<file path="src/hdl/assert_macros.svh">
// assertion helpers used by the rtl
`ifndef ASSERT_MACROS_SVH
`define ASSERT_MACROS_SVH
`ifndef SYNTH
`define ASSERT_IMP(lbl, clk, rst, ante, cons, msg) \
   lbl: assert property (@(posedge clk) disable iff (rst) (ante) |-> (cons)) else $error(msg);
`define ASSERT_NXT(lbl, clk, rst, ante, cons, msg) \
   lbl: assert property (@(posedge clk) disable iff (rst) (ante) |=> (cons)) else $error(msg);
`else
`define ASSERT_IMP(lbl, clk, rst, ante, cons, msg)
`define ASSERT_NXT(lbl, clk, rst, ante, cons, msg)
`endif
`endif

</file>
<file path="src/hdl/pcmwc_pkg.sv">
package pcmwc_pkg;

   typedef enum logic [1:0] {
      CSR_SRC_BYTES  = 2'd0,
      CSR_DST_BYTES  = 2'd1,
      CSR_SRC_STEREO = 2'd2,
      CSR_DST_STEREO = 2'd3
   } csr_index_type;

   localparam logic [2:0] SRC_BYTES_RESET  = 3'd2;
   localparam logic [2:0] DST_BYTES_RESET  = 3'd2;
   localparam logic       SRC_STEREO_RESET = 1'b1;
   localparam logic       DST_STEREO_RESET = 1'b1;

   // one converted sample handed to the byte emitter
   typedef struct packed {
      logic [31:0] value;
      logic [1:0]  last_idx;
      logic        chan;
      logic        dup;
   } emit_load_type;

   function automatic logic [2:0] clamp_width(input logic [2:0] w);
      logic [2:0] r;
      r = w;
      if (w == 3'd0) begin
         r = 3'd1;
      end else if (w > 3'd4) begin
         r = 3'd4;
      end
      return r;
   endfunction

endpackage

</file>
<file path="src/hdl/pcmwc_req_if.sv">
interface pcmwc_req_if;
   logic       valid;
   logic       ready;
   logic [7:0] data_byte;

   modport source (output valid, output data_byte, input ready);
   modport sink (input valid, input data_byte, output ready);
endinterface

</file>
<file path="src/hdl/pcmwc_rsp_if.sv">
interface pcmwc_rsp_if;
   logic       valid;
   logic       ready;
   logic [7:0] out_byte;
   logic       out_channel;
   logic       last;

   modport source (output valid, output out_byte, output out_channel, output last,
                   input ready);
   modport sink (input valid, input out_byte, input out_channel, input last,
                 output ready);
endinterface

</file>
<file path="src/hdl/pcmwc_emit.sv">
`include "assert_macros.svh"

module pcmwc_emit
   import pcmwc_pkg::*;
(
   input  logic          clock,
   input  logic          reset,
   input  logic          load_valid,
   input  emit_load_type load,
   output logic          can_load,
   pcmwc_rsp_if.source   rsp_if
);

   logic        busy_ff, busy_in;
   logic [1:0]  idx_ff, idx_in;
   logic        dup_ff, dup_in;
   logic [31:0] value_ff, value_in;
   logic [1:0]  last_idx_ff, last_idx_in;
   logic        chan_ff, chan_in;

   logic end_of_sample;
   logic final_beat;
   logic fire;

   assign end_of_sample = (idx_ff == last_idx_ff);
   assign final_beat    = busy_ff && end_of_sample && !dup_ff;
   assign fire          = busy_ff && rsp_if.ready;
   assign can_load      = !busy_ff || (rsp_if.ready && final_beat);

   always_comb begin
      busy_in     = busy_ff;
      idx_in      = idx_ff;
      dup_in      = dup_ff;
      value_in    = value_ff;
      last_idx_in = last_idx_ff;
      chan_in     = chan_ff;
      if (fire) begin
         if (end_of_sample) begin
            if (dup_ff) begin
               // repeat the left sample on the right channel
               idx_in  = 2'd0;
               chan_in = 1'b1;
               dup_in  = 1'b0;
            end else begin
               busy_in = 1'b0;
            end
         end else begin
            idx_in = idx_ff + 2'd1;
         end
      end
      if (load_valid) begin
         busy_in     = 1'b1;
         idx_in      = 2'd0;
         dup_in      = load.dup;
         value_in    = load.value;
         last_idx_in = load.last_idx;
         chan_in     = load.chan;
      end
   end

   always_ff @(posedge clock) begin
      if (reset) begin
         busy_ff <= 1'b0;
         idx_ff  <= 2'd0;
         dup_ff  <= 1'b0;
      end else begin
         busy_ff <= busy_in;
         idx_ff  <= idx_in;
         dup_ff  <= dup_in;
      end
   end

   always_ff @(posedge clock) begin
      value_ff    <= value_in;
      last_idx_ff <= last_idx_in;
      chan_ff     <= chan_in;
   end

   always_comb begin
      case (idx_ff)
         2'd0:    rsp_if.out_byte = value_ff[7:0];
         2'd1:    rsp_if.out_byte = value_ff[15:8];
         2'd2:    rsp_if.out_byte = value_ff[23:16];
         2'd3:    rsp_if.out_byte = value_ff[31:24];
         default: rsp_if.out_byte = value_ff[7:0];
      endcase
   end

   assign rsp_if.valid       = busy_ff;
   assign rsp_if.out_channel = chan_ff;
   assign rsp_if.last        = final_beat;

   `ASSERT_IMP(a_load_when_free, clock, reset, load_valid, can_load, "load while emitter busy")
   `ASSERT_IMP(a_dup_on_left, clock, reset, busy_ff && dup_ff, !chan_ff, "duplicate pending on right")
   `ASSERT_IMP(a_idx_in_range, clock, reset, busy_ff, idx_ff <= last_idx_ff, "byte index past sample")
   `ASSERT_NXT(a_drain_idle, clock, reset, fire && final_beat && !load_valid, !busy_ff, "emitter stuck busy")

endmodule

</file>
<file path="src/hdl/pcm_width_channel_converter.sv">
// PCM sample width and channel converter.
// req_if carries one source byte per item (little-endian samples, left before right).
// rsp_if carries one destination byte per item with its channel and a last flag that
// marks the final byte produced for one source sample.
// csr_we/csr_index/csr_wdata write src_bytes, dst_bytes, src_stereo, dst_stereo;
// write them only while no output is pending.
// Latency: the byte that completes a sample is converted in the accept cycle and its
// first output byte is presented on rsp_if in the next cycle.
// Throughput: one input byte per cycle while no output is pending. A finished sample
// occupies the output register for its dst_bytes bytes (twice as many when a mono left
// sample is duplicated), one output byte per cycle while the receiver is ready; bytes
// that do not complete a sample are still taken meanwhile, and a completing byte is
// taken in the cycle the last output byte of the previous burst leaves.
// Reset: registers return to 16-bit stereo in and out, partial sample and channel phase
// cleared. When the receiver stalls, the output byte holds and input stalls as soon as
// the next sample completes.
module pcm_width_channel_converter
   import pcmwc_pkg::*;
(
   input  logic        clock,
   input  logic        reset,
   input  logic        csr_we,
   input  logic [1:0]  csr_index,
   input  logic [2:0]  csr_wdata,
   pcmwc_req_if.sink   req_if,
   pcmwc_rsp_if.source rsp_if
);

   logic [2:0]  src_bytes_ff;
   logic [2:0]  dst_bytes_ff;
   logic        src_stereo_ff;
   logic        dst_stereo_ff;
   logic [31:0] acc_ff, acc_in;
   logic [1:0]  count_ff, count_in;
   logic        right_ff, right_in;

   logic [2:0]    sb;
   logic [2:0]    db;
   logic [2:0]    pos_next;
   logic          complete;
   logic          accept;
   logic [31:0]   acc_new;
   logic [1:0]    up_diff;
   logic [1:0]    down_diff;
   logic [31:0]   value;
   logic          emit;
   logic          right_next;
   logic          can_load;
   logic          load_valid;
   emit_load_type load;

   assign sb        = clamp_width(src_bytes_ff);
   assign db        = clamp_width(dst_bytes_ff);
   assign pos_next  = {1'b0, count_ff} + 3'd1;
   assign complete  = (pos_next >= sb);
   assign req_if.ready = can_load || !complete;
   assign accept    = req_if.valid && req_if.ready;
   assign acc_new   = acc_ff | (32'(req_if.data_byte) << {count_ff, 3'b000});
   assign up_diff   = 2'(db - sb);
   assign down_diff = 2'(sb - db);

   always_comb begin
      if (db > sb) begin
         value = acc_new << {up_diff, 3'b000};
      end else begin
         value = acc_new >> {down_diff, 3'b000};
      end
   end

   always_comb begin
      load.value    = value;
      load.last_idx = 2'(db - 3'd1);
      if (!right_ff) begin
         emit       = 1'b1;
         load.chan  = 1'b0;
         load.dup   = !src_stereo_ff && dst_stereo_ff;
         right_next = src_stereo_ff;
      end else begin
         emit       = dst_stereo_ff;
         load.chan  = 1'b1;
         load.dup   = 1'b0;
         right_next = 1'b0;
      end
   end

   assign load_valid = accept && complete && emit;

   always_comb begin
      acc_in   = acc_ff;
      count_in = count_ff;
      right_in = right_ff;
      if (accept) begin
         if (complete) begin
            acc_in   = 32'd0;
            count_in = 2'd0;
            right_in = right_next;
         end else begin
            acc_in   = acc_new;
            count_in = pos_next[1:0];
         end
      end
   end

   always_ff @(posedge clock) begin
      if (reset) begin
         src_bytes_ff  <= SRC_BYTES_RESET;
         dst_bytes_ff  <= DST_BYTES_RESET;
         src_stereo_ff <= SRC_STEREO_RESET;
         dst_stereo_ff <= DST_STEREO_RESET;
         acc_ff        <= 32'd0;
         count_ff      <= 2'd0;
         right_ff      <= 1'b0;
      end else begin
         acc_ff   <= acc_in;
         count_ff <= count_in;
         right_ff <= right_in;
         if (csr_we) begin
            case (csr_index)
               CSR_SRC_BYTES:  src_bytes_ff  <= csr_wdata;
               CSR_DST_BYTES:  dst_bytes_ff  <= csr_wdata;
               CSR_SRC_STEREO: src_stereo_ff <= csr_wdata[0];
               CSR_DST_STEREO: dst_stereo_ff <= csr_wdata[0];
               default: begin
               end
            endcase
         end
      end
   end

   pcmwc_emit u_emit (
      .clock      (clock),
      .reset      (reset),
      .load_valid (load_valid),
      .load       (load),
      .can_load   (can_load),
      .rsp_if     (rsp_if)
   );

endmodule

</file>
<file path="src/flat_wrapper.sv">
// flat-port wrapper written by rule: the top's interface ports become plain ports
module pcm_width_channel_converter_flat import pcmwc_pkg::*;
  (clock, reset, csr_we, csr_index, csr_wdata, req_if_valid, req_if_data_byte, req_if_ready, rsp_if_valid, rsp_if_out_byte, rsp_if_out_channel, rsp_if_last, rsp_if_ready);
  pcmwc_req_if req_if_i ();
  pcmwc_rsp_if rsp_if_i ();
  input  logic clock;
  input  logic reset;
  input  logic csr_we;
  input  logic [1:0] csr_index;
  input  logic [2:0] csr_wdata;
  input wire logic [$bits(req_if_i.valid)-1:0] req_if_valid;
  input wire logic [$bits(req_if_i.data_byte)-1:0] req_if_data_byte;
  output wire logic [$bits(req_if_i.ready)-1:0] req_if_ready;
  output wire logic [$bits(rsp_if_i.valid)-1:0] rsp_if_valid;
  output wire logic [$bits(rsp_if_i.out_byte)-1:0] rsp_if_out_byte;
  output wire logic [$bits(rsp_if_i.out_channel)-1:0] rsp_if_out_channel;
  output wire logic [$bits(rsp_if_i.last)-1:0] rsp_if_last;
  input wire logic [$bits(rsp_if_i.ready)-1:0] rsp_if_ready;
  assign req_if_i.valid = req_if_valid;
  assign req_if_i.data_byte = req_if_data_byte;
  assign req_if_ready = req_if_i.ready;
  assign rsp_if_valid = rsp_if_i.valid;
  assign rsp_if_out_byte = rsp_if_i.out_byte;
  assign rsp_if_out_channel = rsp_if_i.out_channel;
  assign rsp_if_last = rsp_if_i.last;
  assign rsp_if_i.ready = rsp_if_ready;
  pcm_width_channel_converter u_core (.clock(clock), .reset(reset), .csr_we(csr_we), .csr_index(csr_index), .csr_wdata(csr_wdata), .req_if(req_if_i), .rsp_if(rsp_if_i));
endmodule
</file>
<file path="config.mk">
export PLATFORM = sky130hd
export DESIGN_NAME = pcm_width_channel_converter_flat
export DESIGN_NICKNAME = d
export VERILOG_FILES = /design/src/hdl/pcmwc_pkg.sv /design/src/hdl/pcmwc_req_if.sv /design/src/hdl/pcmwc_rsp_if.sv /design/src/hdl/pcmwc_emit.sv /design/src/hdl/pcm_width_channel_converter.sv /design/src/flat_wrapper.sv
export VERILOG_INCLUDE_DIRS = /design/src /design/src/hdl
export SDC_FILE = /design/constraint.sdc
export NUM_CORES = 1
export LEC_CHECK = 0
export BUFFER_PORTS_ARGS = -buffer_cell sky130_fd_sc_hd__buf_2
export CORE_ASPECT_RATIO = 0.7
export CORE_MARGIN = 4
export CORE_UTILIZATION = 55
export CTS_CLUSTER_DIAMETER = 80
export DETAILED_ROUTE_END_ITERATION = 8
export MAX_ROUTING_LAYER = met4
export PLACE_DENSITY = 0.85
export SLEW_MARGIN = 20
export SYNTH_ARGS = -nofsm -noshare
export SYNTH_HDL_FRONTEND = slang
export SYNTH_SLANG_ARGS = --single-unit
export TNS_END_PERCENT = 100
</file>
<file path="constraint.sdc">
create_clock -name clock -period 2.9 [get_ports clock]
set_input_delay 0.58 -clock clock [delete_from_list [all_inputs] [get_ports clock]]
set_output_delay 0.58 -clock clock [all_outputs]
set_load 0.02 [all_outputs]
</file>
Word level (Yosys, flattened, before mapping)
Index checks and enable logic that the tools add are counted.
{ "totals": {"register_bits": 82, "inputBits": 18, "output_inout_bits": 12, "wordCells": 90} }
{ "classes": {"add_sub_neg": 5, "magnitude_cmp": 4, "eq_ne": 9, "shifts": 3, "mux": 24, "bitwise_logic": 1, "n_reduce_logical": 31} }
{ "ops": {"columns": ["cell", "count"], "rows": [
  ["32-bit 2-to-1 mux", 2],
  ["32-bit OR", 1],
  ["8-bit one-hot mux with 4 select lines", 1],
  ["32-bit by 5-bit left shift with 32-bit output", 1],
  ["8-bit by 5-bit left shift with 32-bit output", 1],
  ["32-bit by 5-bit right shift with 32-bit output", 1],
  ["2-bit AND reduction", 7],
  ["1-bit 2-to-1 mux", 13],
  ["3-bit 2-to-1 mux", 4],
  ["2-bit == test (second input constant)", 4],
  ["1-bit logical AND", 8],
  ["2-bit 2-to-1 mux", 4],
  ["3-bit greater-than comparator (second input constant)", 2],
  ["3-bit zero test", 2],
  ["3-bit AND reduction", 2],
  ["2-bit nonzero test", 3],
  ["2-bit by 1-bit == test with 1-bit output (second input constant)", 2],
  ["1-bit zero test", 4],
  ["2-bit zero test", 2],
  ["2-bit subtractor", 2],
  ["2-bit by 1-bit adder with 3-bit output (second input constant)", 1],
  ["3-bit >= comparator", 1],
  ["3-bit greater-than comparator", 1],
  ["2-bit by 1-bit adder with 2-bit output (second input constant)", 1],
  ["6 further kinds", 7]
]} }

Depth between registers and ports, before layout
Gate-level depths: netlist of run 1.
{ "depth": {"ltp_word": 11, "ltp_mapped": 11, "ltp_nobuf": 9} }

By module
A second synthesis of run 1 with hierarchy kept.
{ "unflattened": {"cells_unflattened": 650, "area_unflattened_um2": 5561.6} }
{ "modules_own_cells": {"columns": ["module", "instances", "cells_each", "area_per_inst_um2", "seq_area_each_um2"], "rows": [
  ["pcm_width_channel_converter", 1, 553, 4013.8, 860.8],
  ["pcmwc_emit", 1, 97, 1547.7, 1131.1]
]} }

Least setup slack after synthesis of run 1
Ideal clock, no wire load.
{ "synth_path": {"path_kind": "register to register", "start": "register u_core.count_ff[0]", "end": "register u_core.u_emit.chan_ff, in the netlist u_core.u_emit.rsp_if.out_channel, enable pin", "setup_time_ps": 301, "arrival_time_ps": 2749, "required_ps": 2599, "setup_slack_ps": -150, "path_stages_with_launch": 8, "path_buffers": 0, "period_less_slack_ps": 3050, "cell_sequence": "dfxtp_1 > ha_1 > ha_1 > nand2_1 > o21ai_2 > nand3b_4 > a21oi_2 > a41o_1"} }
{ "synth_between": {"elab_chain_len": 9, "word_cells_on_any_way": 11, "cone_classes": "add/sub: 1; order compare: 1; reduce/logical: 9"} }
{ "synth_lines": {"columns": ["item", "line_no", "source"], "rows": [
  ["from (decl)", "pcm_width_channel_converter.sv:34", "logic [1:0] count_ff, count_in;"],
  ["from (signal assigned)", "pcm_width_channel_converter.sv:115", "count_ff <= count_in;"],
  ["2-bit by 1-bit adder with 3-bit output *", "pcm_width_channel_converter.sv:54", "assign pos_next = {1'b0, count_ff} + 3'd1;"],
  ["3-bit >= comparator *", "pcm_width_channel_converter.sv:55", "assign complete = (pos_next >= sb);"],
  ["1-bit zero test", "pcm_width_channel_converter.sv:56", "assign req_if.ready = can_load || !complete;"],
  ["1-bit logical OR", "pcm_width_channel_converter.sv:56", null],
  ["1-bit logical AND", "pcm_width_channel_converter.sv:57", "assign accept = req_if.valid && req_if.ready;"],
  ["1-bit logical AND * (2 in series)", "pcm_width_channel_converter.sv:86", "assign load_valid = accept && complete && emit;"],
  ["via u_core.load_valid", "pcm_width_channel_converter.sv:49", "logic load_valid;"],
  ["2-bit nonzero test (no line)", null, null],
  ["3-bit AND reduction (no line) *", null, null],
  ["to (signal assigned)", "pcmwc_emit.sv:76", "chan_ff <= chan_in;"],
  ["to (decl)", "pcmwc_emit.sv:19", "logic chan_ff, chan_in;"]
]} }
Mark *: on every way through the listed nets, which the timed path passes. The rest lies on a longest branch.
A chain may end at the register's enable or synchronous reset.

Worst setup path after layout of run 1
{ "layout_path": {"start": "register u_core.count_ff[0]", "end": "output req_if_ready"} }
{ "layout_between": {"elab_chain_len": 4} }
{ "layout_lines": {"columns": ["item", "line_no", "source"], "rows": [
  ["2-bit by 1-bit adder with 3-bit output", "pcm_width_channel_converter.sv:54", null],
  ["3-bit >= comparator", "pcm_width_channel_converter.sv:55", null],
  ["1-bit zero test", "pcm_width_channel_converter.sv:56", null],
  ["1-bit logical OR", "pcm_width_channel_converter.sv:56", null],
  ["to (decl)", "flat_wrapper.sv:13", "output wire logic [$bits(req_if_i.ready)-1:0] req_if_ready;"]
]} }
No other way between the ends.

==> impl_metrics.ini, run 1 <==
[layout]
diodes = 0
drive_gt1_share_pct = 12.3
most-common-layout-cells = a21oi_1 (72), nor2_1 (59), dfxtp_1 (47)
fin_nets = 576
final_common_cell = a21oi_1
area_delta_synth_final_pct = 10.9
fillers = 705

[sta]
skew_ns = 0.00411
slew_violations = 0
finalHoldViolations = 0
tightestPinTransition_ns = 0.754
finalCriticalPeriod_ns = 2.74
clock.fmax_mhz = 365
tns_ns = 0
setup_violations = 0
rsz0062_at_grt = false
slew_headroom_pct = 49.6
hold_slack_ns = 0.468
period_share_pct = 94.5

[synth]
synthMuxAreaShare_pct = 5.84
syn_nets = 573
synth_ff_type = dfxtp_1
yosys_warnings = 0
yosysUniqueCellTypes = 49
synth.cell_area_um2 = 4800
synth_fa_ha_area_share_pct = 3.13
synth_top_family_by_area = compound AO/OA/AOI/OAI gates
synth_enable_flop_cells = 35
synth-async-reset-ratio_pct = 0
synth_xor_xnor_area_share_pct = 1.28
synth-compound-area-share_pct = 28.6
synth-simple-area-share_pct = 13.9
synthCells = 543
syn_area_per_cell_um2 = 8.84
synth-seq-cells = 82
ys_seq_area_share_pct = 41.5

[floorplan]
ios = 30
initial_utilization_pct = 56.6
core.rowCount = 28
core_area_um2 = 8480
die-area_um2 = 10300
fp.dieW_um = 120
fp.dieH_um = 86.2

[clock_network]
clk_pin_slew_worst_paths_ns = 0.06
clock-sinks = 82
numCtsBuffers = 9
cts.htree.levels = 3
post_cts_buffers = 0
ctsHoldBuffers = 0
clock_latency_ns = 0.34
cts_buffer_depth = 2
tritoncts = yes
root_buffer = clkbuf_16
post_cts_resized = 0

[power_and_ir_drop]
clockPowerShare_pct = 31.3
p_seq_share_pct = 38.3
comb_power_share_pct = 30.3
p_sw_w = 0.00130
power.density_nw_per_um2 = 711
swShare_pct = 34.2
power.total_w = 0.00378
ir_worst_vdd_mv = 0.508
p_leak_nw = 2.05
internal_power_w = 0.00249

[placed_design]
io_buffers = 29
gp_congestion = 0.952
dp_hpwl_mm = 8.98

[routing]
ant_nets = 0
vias_per_cell = 6.35
drc = 0
drt-wirelength-per-cell_um = 18.6
routed_wl_mm = 12.5
vias = 4261
dr.pass1.iters = 6
drt_iter0_markers = 509

[run_status]
status = completed

[setup_path]
critical_path_required_ns = 2.32
worst_setup_path_end_kind = output pin
worstSetupPathType = flip-flop to output pin
worstPathArrival_ns = 2.16
crit_fanout = 6
cp-start-kind = flip-flop
rrSetupSlack_ns = 0.27

[global_route]
grt_max_degree = 39
grt_pass1_wl_mm = 20.2
grt_overflow = 0
track_usage_pct = 25.7
grt_pass1_vias = 3683
grt_antenna_before_repair = 0

[worst_hold_path]
hp-class = input pin to flip-flop

[run]
cap_violations = 0
==> per-stage QoR <==
step	area, µm²	setup slack [ns]	std cells	util (%)
3_3_place_gp	5010	0.463	655	59.1
6_report	5320	0.160	671	62.8
4_1_cts	5320	0.160	671	62.8
2_1_floorplan	4810	0.234	543	-
3_5_place_dp	5010	0.366	655	59.1
5_1_grt	5320	0.0254	671	62.8
==> power by group through the flow <==
| stage | clock [W] | combinational (W) | sequential, W |
|---|---|---|---|
| floorplan | 0 | 0.000832 | 0.00145 |
| global placement | 0 | 0.00107 | 0.00146 |
| detailed placement | 0 | 0.00111 | 0.00147 |
| CTS | 0.00120 | 0.00112 | 0.00145 |
| global route | 0.00126 | 0.00125 | 0.00146 |
| finish | 0.00119 | 0.00115 | 0.00145 |
==> layer usage <==
metal  up-vias  part of all wire, %  global-route usage [%]
li1       2031                    -                       -
met1      1965                   48                    39.9
met2       254                   40                    32.9
met3        11                   11                    6.92
met4         0                 0.87                    5.30
met5         -                    0                       -
==> state kept, by name, summed over array words and instances, names as in the netlist <==
register,flops
u_core.acc_ff,32
u_core.count_ff,2
u_core.dst_bytes_ff,3
u_core.dst_stereo_ff,1
u_core.right_ff,1
u_core.src_bytes_ff,3
u_core.src_stereo_ff,1
u_core.u_emit.dup_ff,1
u_core.u_emit.idx_ff,2
u_core.u_emit.last_idx_ff,2
u_core.u_emit.rsp_if.out_channel,1
u_core.u_emit.rsp_if.valid,1
u_core.u_emit.value_ff,32
==> final timing paths <==
check	depth (start not counted)	from	to
worst max-delay path	6	u_core.count_ff[0]$_SDFFE_PP0P_	req_if_ready
worst min-delay path	3	csr_wdata[1]	u_core.dst_bytes_ff[1]$_SDFFE_PP1P_
worst max register to register	8	u_core.dst_bytes_ff[0]$_SDFFE_PP0P_	u_core.u_emit.value_ff[3]$_DFFE_PP_
worst min register to register	2	u_core.dst_stereo_ff$_SDFFE_PP1P_	u_core.dst_stereo_ff$_SDFFE_PP1P_
==> critical path: stages, from the launching register on <==
cell and delay, ns:
dfxtp_1 0.31, ha_1 0.32, ha_1 0.28, nand2_1 0.06
o21ai_2 0.44, nand2_1 0.19, buf_2 0.21
==> area by class of cell <==
class	count	area (µm²)	share of cell area (%)
timing repair buffer	42	255	4.80
clock inverter	5	58.8	1.10
sequential	82	1990	37.4
clock buffer	11	253	4.75
inverter	19	71.3	1.34
tap	120	150	2.82
multi-input combinational	392	2540	47.8
==> Yosys cell counts (7+ instances only) <==
cell,instances,area [µm²]
o31ai_1,8,60.1
nand2_1,26,97.6
mux2i_1,28,280
clkbuf_1,35,131
o22ai_1,8,50.1
a21oi_1,72,360
ha_1,12,150
buf_2,7,35.0
buf_1,7,26.3
dfxtp_1,47,941
edfxtp_1,35,1050
o211ai_1,9,67.6
inv_1,19,71.3
nor2b_1,29,181
a221o_1,7,70.1
o32ai_1,7,61.3
nor3b_1,9,67.6
nor2_1,59,221
a221oi_1,9,78.8
a31oi_1,32,200
o21ai_0,25,125
a222oi_1,8,80.1
==> cells by family after synthesis <==
logic type      Yosys count
simple gates            137
compound gates          208
flops                    82
buf+inv                  69
xor+xnor                  7
mux                      28
fa+ha+maj                12
Power figures use the tool's default switching activity.
==> run 2, diff against run 1 <==
--- a/config.mk
+++ b/config.mk
@@ -9,11 +9,11 @@
 export BUFFER_PORTS_ARGS = -buffer_cell sky130_fd_sc_hd__buf_2
 export CORE_ASPECT_RATIO = 0.7
 export CORE_MARGIN = 4
-export CORE_UTILIZATION = 55
+export CORE_UTILIZATION = 30
 export CTS_CLUSTER_DIAMETER = 80
 export DETAILED_ROUTE_END_ITERATION = 8
 export MAX_ROUTING_LAYER = met4
-export PLACE_DENSITY = 0.85
+export PLACE_DENSITY = 0.56
 export SLEW_MARGIN = 20
 export SYNTH_ARGS = -nofsm -noshare
 export SYNTH_HDL_FRONTEND = slang
==> impl_metrics.ini, run 2 (synthesis gave the netlist of run 1 again) <==
[sta]
slew_headroom_pct = 56.2
clock.fmax_mhz = 367
period_share_pct = 93.8
finalCriticalPeriod_ns = 2.72
setup_ws_ns = 0.178
skew_ns = 0.00751
rsz0062_at_grt = false
tns_ns = 0
finalHoldViolations = 0
tightestPinTransition_ns = 0.656
slew_violations = 0
setup_violations = 0
hold_slack_ns = 0.486

[floorplan]
ios = 30
initial_utilization_pct = 30.8
core.rowCount = 38
core_area_um2 = 15600
fp.dieH_um = 114
die-area_um2 = 18100
fp.dieW_um = 159

[layout]
reg_top3 = u_core.acc_ff (32), u_core.u_emit.value_ff (32)
drive_gt1_share_pct = 12.2
fin_nets = 576
most-common-layout-cells = a21oi_1 (72), nor2_1 (59), dfxtp_1 (47)
instances_no_fill = 751
final_common_cell = a21oi_1
area_delta_synth_final_pct = 13.4
diodes = 0

[setup_path]
critical_path_required_ns = 2.32
path_delay_family = adder cells
cp-start-kind = flip-flop
rr_startpoint = u_core.src_bytes_ff[2]$_SDFFE_PP0P_
slowest_stage = o21ai_2
slowest_delay_ns = 0.42
worstPathArrival_ns = 2.14
worst_setup_path_end_kind = output pin
worstSetupPathType = flip-flop to output pin
path_cells = ha_1 > ha_1 > nand2_1 > o21ai_2 > nand2_1 > buf_2
crit_fanout = 6
startpoint = u_core.count_ff[0]$_SDFFE_PP0P_
critical_path_buf_inv_count = 1

[global_route]
grt_overflow = 0
track_usage_pct = 14.6
grt_max_degree = 81
grt_pass1_vias = 3743
grt_antenna_before_repair = 0
grt_pass1_wl_mm = 20.9

[placed_design]
io_buffers = 29
gp_congestion = 0.849
dp_hpwl_mm = 9.43
dp_worst_setup_slack_ns = 0.409
dp_cells = 735

[clock_network]
cts_buffer_depth = 2
post_cts_buffers = 0
clock_latency_ns = 0.34
numCtsBuffers = 9
ctsHoldBuffers = 0
clk_pin_slew_worst_paths_ns = 0.06
post_cts_resized = 0
root_buffer = clkbuf_16
tritoncts = yes
cts.htree.levels = 3
clock-sinks = 82

[run]
cap_violations = 0

[power_and_ir_drop]
power.density_nw_per_um2 = 700
power.total_w = 0.00381
ir_worst_vdd_mv = 0.391
p_leak_nw = 2.05

[routing]
drt-wirelength-per-cell_um = 17.1
drc = 0
ant_nets = 0
dr.pass1.iters = 5
drt_iter0_markers = 462
routed_wl_mm = 12.8
vias_per_cell = 5.42
vias = 4072

[worst_hold_path]
hp-class = input pin to flip-flop
hp-start = csr_wdata[1]

[run_status]
status = completed
-- run 2: changes by cell type in the layout (fill, tap and decap cells not counted) --
| cell | before | now |
|---|---|---|
| buf_4 | 12 | 11 |
| clkinv_1 | 0 | 1 |
| clkbuf_8 | 2 | 0 |
| bufinv_16 | 1 | 2 |
| clkinvlp_4 | 1 | 2 |
| inv_4 | 2 | 0 |
| clkinv_2 | 0 | 1 |
| buf_12 | 1 | 2 |
-- run 2: stage by stage --
| stage | utilization [%] | area (µm²) |
|---|---|---|
| 2_1_floorplan | - | 4810 |
| 6_report | 34.9 | 5440 |
| 4_1_cts | 34.9 | 5440 |
| 5_1_grt | 34.9 | 5440 |
| 3_5_place_dp | 32.9 | 5120 |
| 3_3_place_gp | 32.9 | 5120 |
-- run 2: layer usage --
metal	global-route usage [%]	part of all wire [%]	vias to the layer above
li1	-	-	2025
met1	23.2	55	1873
met2	18.6	37	159
met3	2.46	6.2	15
met4	3.93	1.1	0
met5	-	0	-
-- run 2: tightest hold or removal path, stage by stage --
cell and delay (ns):
buf_2 0.09, mux2i_1 0.06, nand2_1 0.06
-- run 2: report_power, final --
| group | switching, W | total (W) | internal, W |
|---|---|---|---|
| clock | 0.000457 | 0.00121 | 0.000752 |
| combinational | 0.000761 | 0.00116 | 0.000395 |
| sequential | 0.0000650 | 0.00144 | 0.00138 |
-- run 2: path summary, 6_finish.rpt --
check | end | slack, ns | cells after the start
max | req_if_ready | 0.18 | 6
min | u_core.src_bytes_ff[1]$_SDFFE_PP1P_ | 0.49 | 3
max reg2reg | u_core.u_emit.value_ff[5]$_DFFE_PP_ | 0.38 | 8
min reg2reg | u_core.acc_ff[21]$_SDFFE_PP0P_ | 0.50 | 2
-- run 2: cell type report --
| type | instances | area (µm²) |
|---|---|---|
| inverters | 19 | 71.3 |
| clock buffers | 9 | 225 |
| flip-flops and latches | 82 | 1990 |
| fillers | 1582 | 10200 |
| repair buffers | 42 | 268 |
| multi-input cells | 392 | 2540 |
| clock inverters | 7 | 92.6 |
| well taps | 200 | 250 |
